File: config.mk
export PLATFORM = sky130hd
export DESIGN_NAME = saot_cross_axis
export DESIGN_NICKNAME = d
export VERILOG_FILES = /design/src/sv/saot_pkg.sv /design/src/sv/saot_cross_axis.sv
export SDC_FILE = /design/constraint.sdc
export NUM_CORES = 2
export LEC_CHECK = 0
export BUFFER_PORTS_ARGS = -buffer_cell sky130_fd_sc_hd__buf_2
export CORE_ASPECT_RATIO = 2
export CORE_MARGIN = 2
export CORE_UTILIZATION = 30
export CTS_CLUSTER_SIZE = 24
export DETAILED_ROUTE_END_ITERATION = 7
export PLACE_DENSITY = 0.45
export SLEW_MARGIN = 30
export SYNTH_ARGS = -nofsm -noshare
export SYNTH_HDL_FRONTEND = slang
export SYNTH_SLANG_ARGS = --single-unit
File: constraint.sdc
create_clock -name clk -period 8.2 [get_ports clk]
set_input_delay 0.41 -clock clk [delete_from_list [all_inputs] [get_ports clk]]
set_output_delay 0.41 -clock clk [all_outputs]
set_load 0.01 [all_outputs]
File: src/sv/saot_pkg.sv
// ----------------------------------------------------------------------------
// saot_pkg
// Shared constants and types for the segment / box overlap test.
// ----------------------------------------------------------------------------
`timescale 1ns / 1ps

package saot_pkg;

	// Default coordinate width (signed, 4 fraction bits).
	localparam int COORD_WIDTH_DEF = 18;

	// Per-stage advance strobes for the product / compare stages.
	typedef struct packed {
		logic s3;
		logic s4;
		logic s5;
		logic s6;
	} saot_adv_t;

endpackage

File: src/sv/saot_cross_axis.sv
// ----------------------------------------------------------------------------
// saot_cross_axis
// Pipelined cross-axis test: |ta*db - tb*da| > 2*(ea*|db| + eb*|da|).
// ----------------------------------------------------------------------------
`timescale 1ns / 1ps

module saot_cross_axis
	import saot_pkg::*;
#(
	parameter int COORD_WIDTH = COORD_WIDTH_DEF
) (
	input  logic                          clk,
	input  saot_adv_t                     adv,
	input  logic signed [COORD_WIDTH+1:0] t_a,
	input  logic signed [COORD_WIDTH+1:0] t_b,
	input  logic signed [COORD_WIDTH:0]   d_a,
	input  logic signed [COORD_WIDTH:0]   d_b,
	input  logic        [COORD_WIDTH-1:0] m_a,
	input  logic        [COORD_WIDTH-1:0] m_b,
	input  logic        [COORD_WIDTH-2:0] e_a,
	input  logic        [COORD_WIDTH-2:0] e_b,
	output logic                          sep
);

	localparam int PW = 2 * COORD_WIDTH + 3;   // signed t*d product
	localparam int LW = PW + 1;                // difference
	localparam int QW = 2 * COORD_WIDTH - 1;   // e*|d| product
	localparam int RW = QW + 2;                // doubled sum

	logic signed [PW-1:0] p_ab_s3, p_ba_s3;
	logic        [QW-1:0] q_a_s3, q_b_s3;
	logic signed [LW-1:0] diff_s4;
	logic        [RW-1:0] rhs_s4, rhs_s5;
	logic        [LW-1:0] lm_s5;
	logic                 sep_s6;

	logic signed [PW-1:0] ta_x, tb_x, da_x, db_x;
	logic signed [LW-1:0] diff_d, diff_neg;
	logic        [QW:0]   qsum;

	assign ta_x = PW'(t_a);
	assign tb_x = PW'(t_b);
	assign da_x = PW'(d_a);
	assign db_x = PW'(d_b);

	assign diff_d   = LW'(p_ab_s3) - LW'(p_ba_s3);
	assign qsum     = (QW+1)'(q_a_s3) + (QW+1)'(q_b_s3);
	assign diff_neg = -diff_s4;

	// s3: four multiplies
	always_ff @(posedge clk) begin
		if (adv.s3) begin
			p_ab_s3 <= ta_x * db_x;
			p_ba_s3 <= tb_x * da_x;
			q_a_s3  <= QW'(e_a) * QW'(m_b);
			q_b_s3  <= QW'(e_b) * QW'(m_a);
		end
	end

	// s4: difference and doubled bound
	always_ff @(posedge clk) begin
		if (adv.s4) begin
			diff_s4 <= diff_d;
			rhs_s4  <= {qsum, 1'b0};
		end
	end

	// s5: magnitude
	always_ff @(posedge clk) begin
		if (adv.s5) begin
			lm_s5  <= diff_s4[LW-1] ? LW'(diff_neg) : LW'(diff_s4);
			rhs_s5 <= rhs_s4;
		end
	end

	// s6: compare
	always_ff @(posedge clk) begin
		if (adv.s6) begin
			sep_s6 <= lm_s5 > LW'(rhs_s5);
		end
	end

	assign sep = sep_s6;

endmodule

# Word level (Yosys, flattened, before mapping)
# Index checks and enable logic that the tools add are counted.
# totals
inputBits,153
register_bits,301
out_inout_bits,1
# classes
n_addsub,3
muxes,1
n_mul,4
magnitude_cmp,1
# op_table
cell,n
20-bit by 19-bit multiplier with 39-bit output,2
17-bit by 18-bit multiplier with 35-bit output,2
40-bit by 37-bit > comparator with 1-bit output,1
40-bit negation,1
39-bit by 39-bit subtractor with 40-bit output,1
39-bit 2-to-1 mux,1
35-bit by 35-bit adder with 36-bit output,1

# Depth between registers and ports, before layout
# depth
depth_word,2
mapped_depth,25
depth_no_buf,24

# Worst setup path before layout
# OpenSTA, ideal clock, no wires.
# synth_path
path_type,in2reg
start,in t_a[14]
end,reg p_ab_s3[37] (data pin)
path_buffers,2
slack_ns,1.467
arrival_ns,6.475
required_time_ns,7.942
setup_ns,0.258
cell_stages,22
path_cell_list,clkbuf_1 clkbuf_1 nand2_1 fa_1 fa_1 fa_1 inv_1 fa_1 fa_1 fa_1 fa_1 ha_1 a21o_1 a221o_1 a21o_1 a32oi_1 a31o_2 o21a_1 o211a_1 o21bai_1 a21oi_1 xnor2_1
# synth_via
elab_chain_len,1
# synth_lines
element,line,rtl
"start, declared",saot_cross_axis.sv:14,"input logic signed [COORD_WIDTH+1:0] t_a,"
20-bit by 19-bit multiplier with 39-bit output,saot_cross_axis.sv:53,p_ab_s3 <= ta_x * db_x;
"end signal, assigned",saot_cross_axis.sv:53,
"end, declared",saot_cross_axis.sv:30,"logic signed [PW-1:0] p_ab_s3, p_ba_s3;"
# No other way between the ends.
# A chain may end at the register's enable or synchronous reset.

# Final worst setup path
# layout_path
start,in d_b[1]
end,reg p_ab_s3[38] (data pin)
# layout_via
elab_chain_len,1
# layout_lines
element,line,rtl
"start, declared",saot_cross_axis.sv:17,"input logic signed [COORD_WIDTH:0] d_b,"
20-bit by 19-bit multiplier with 39-bit output,saot_cross_axis.sv:53,
# No other way between the ends.

==> metrics <==
H-tree Lvls 1; post_cts resized 0; HP Class in2reg; Worst setup EP type register; initial core utilization 30.1%; DRC 0; pins over their slew limit 0; Synth Register Bits 301; Initial DRC Count 1589; Wirelength per Cell 19.4 um; syn nets 8357; total of max-cap violations 0; Core Region 206000 um2; Critical Path AT 7.43 ns; clock slew at reported path FFs 0.07 ns; Worst slew margin 40.6%; post-synthesis cell area 62100 um2; # setup viols final 0; CTS max path bufs 3; clk root buf clkbuf_16; CP max FO 20; Clock Sinks 301; postcts setup bufs 0; fin worst setup slack 1.09 ns; GR Util All Layers 17.1%; cts bufs inserted 29; PortBufs 153; hold buffer count at cts 0; area grow syn2layout 7.26%; fin crit period 7.11 ns; ANT nets after route 0; crit start category input port; Max Clk Rate 141 MHz; total die area 211000 um2; global route overflow 0; layout cells sized above 1 3.77%; CP peak stage delay 0.87 ns; cell mode on critical path fa_1; largest net degree at the start of global routing 82; antenna violations before repair 21; Worst Tran Pin Value 0.891 ns; chip width 326 um; Avg Inst Size Synth 9.71 um2; critical path type in2reg; RSZ-0062 raised after global routing false; DRT Pass-1 Iters 5; # IOs 154; global-route wire length before repair 278 mm; DIE HEIGHT 647 um; vias in the first global route 48100; DR vias/cell 4.63; post-route clock period utilization 86.8%; Routed Wire Length 177 mm; TritonCTS clock tree built; dominant synthesized flop cell edfxtp_1; Required @ worst endpoint 8.52 ns; Final Skew 0.0119 ns; Setup TNS 0 ns; NumNets Final 8336; crit path buf inv count 2; outcome complete, no violations; cell count after synthesis 6393; vias 42300; Netlist cell types 69; number of synthesized flops with an enable pin 301; critical path's top delay family adder cells; Ys Warns 0; Final HPWL DP 150 mm; FFs w/ async S/R, synth 0%; Worst-Skew Late Latency 0.58 ns; sequential area share after synthesis 14.6%; Crit-path slowest cell fa_1; Final Hold Viols 0; Place WS 0.343 ns; crit-path cells buf_2 -> nand2_1 -> fa_1 -> fa_1 -> fa_1 -> inv_1 -> fa_1 -> fa_1 -> fa_1 -> ha_1 -> ha_1 -> nand3_1 -> nor2_1 -> and2_1 -> nand2_1 -> o22a_1 -> o211ai_1 -> nand2_1 -> o2111ai_1 -> a21oi_1 -> xnor2_1; FP Rows 236; GPL Wtd Cong 0.879; fin util 32.3%
## area by class of cell
class	instances	area [um2]
antenna	7	17.5
inverter	1444	5420
sequential	301	9040
clock inverter	20	216
tap	2737	3420
clock buffer	33	741
multi-input combinational	4420	46800
fill	21600	140000
timing repair buffer	176	966
## kinds of logic (layout without fill, tap and decap cells)
group / after synthesis / after routing / synth area share, %
flip-flops: 301 / 301 / 14.6
adder cells (fa/ha/maj): 1811 / 1811 / 51.6
AO/OA/AOI/OAI: 571 / 571 / 5.96
multiplexers: 5 / 5 / 0.0826
buffers and inverters: 1672 / 1673 / 10.1
XOR/XNOR: 238 / 238 / 3.36
other: 0 / 7 / 0
AND/OR/NAND/NOR: 1795 / 1795 / 14.3
## stage by stage
stage / hold slack, ns / area, um2 / cells
CTS: 0.0263 / 66600 / 9131
floorplan: 0.400 / 62100 / 6393
global placement: 0.403 / 65600 / 9076
finish: 0.0772 / 66600 / 9138
global route: 0.0502 / 66600 / 9135
detailed placement: 0.405 / 65600 / 9078
## cells in the mapped netlist, drive strengths merged, types with 4 or more instances
master	n	share of area, %
a21o	111	1.3
o21bai	29	0.35
a211o	6	0.085
nand3b	5	0.060
or4	8	0.11
clkbuf	225	1.4
nor3b	4	0.048
xnor2	189	2.7
ha	559	11
nor4	12	0.16
xor2	49	0.69
a221oi	5	0.071
edfxtp	301	15
a31oi	12	0.12
nor3	34	0.27
nand3	39	0.32
nand4b	5	0.071
nand2	818	4.9
nand4	18	0.18
o21ai	100	0.81
o211ai	17	0.21
o31ai	13	0.16
o2111ai	5	0.071
a211oi	25	0.30
a21oi	170	1.4
and3	15	0.15
a41oi	4	0.056
and2	634	6.4
fa	1252	40
inv	1444	8.7
nand2b	39	0.42
nor2b	18	0.18
or3	12	0.14
o41ai	7	0.13
nor2	127	0.77
o21a	29	0.35
a31o	4	0.056
mux2i	4	0.064
## registers in the layout, summed over array words and instances, names as in the netlist, 35 cells and up
register,flops
diff_s4,40
q_a_s3,35
p_ab_s3,39
lm_s5,40
q_b_s3,35
rhs_s4,36
p_ba_s3,39
rhs_s5,36
## worst reg2reg max path, delay by kind of cell (launching register included)
family,cells,cell delay (ns)
flops,1,0.46
simple gates,9,2.95
## per-layer routing
metal	vias up	wire length [um]	track usage, %
met4	26	8010	6.83
met3	304	3130	0.936
li1	19400	-	-
met2	608	105000	35.6
met1	22000	61200	17.1
met5	-	167	0
## final timing paths
check / start / to / slack, ns / depth (start not counted)
hold reg to reg: rhs_s4[20]$_DFFE_PP_ / rhs_s5[20]$_DFFE_PP_ / 0.42 / 0
setup reg to reg: diff_s4[3]$_DFFE_PP_ / lm_s5[39]$_SDFFCE_PN0P_ / 4.57 / 9
hold / removal: adv[0] / sep$_DFFE_PP_ / 0.08 / 1
setup / recovery: d_b[1] / p_ab_s3[38]$_DFFE_PP_ / 1.09 / 21
## placed cells by master, fill, tap and decap left out, drive strengths merged, types with 100 or more instances in the layout
cell and count:
nor2 127, fa 1252, buf 176, o21ai 100, inv 1445, and2 634, edfxtp 301, a21o 111
ha 559, nand2 818, xnor2 189, a21oi 170
Power is not shown: default switching activity piles up to over one toggle a cycle in this logic, so the estimate is an artifact.
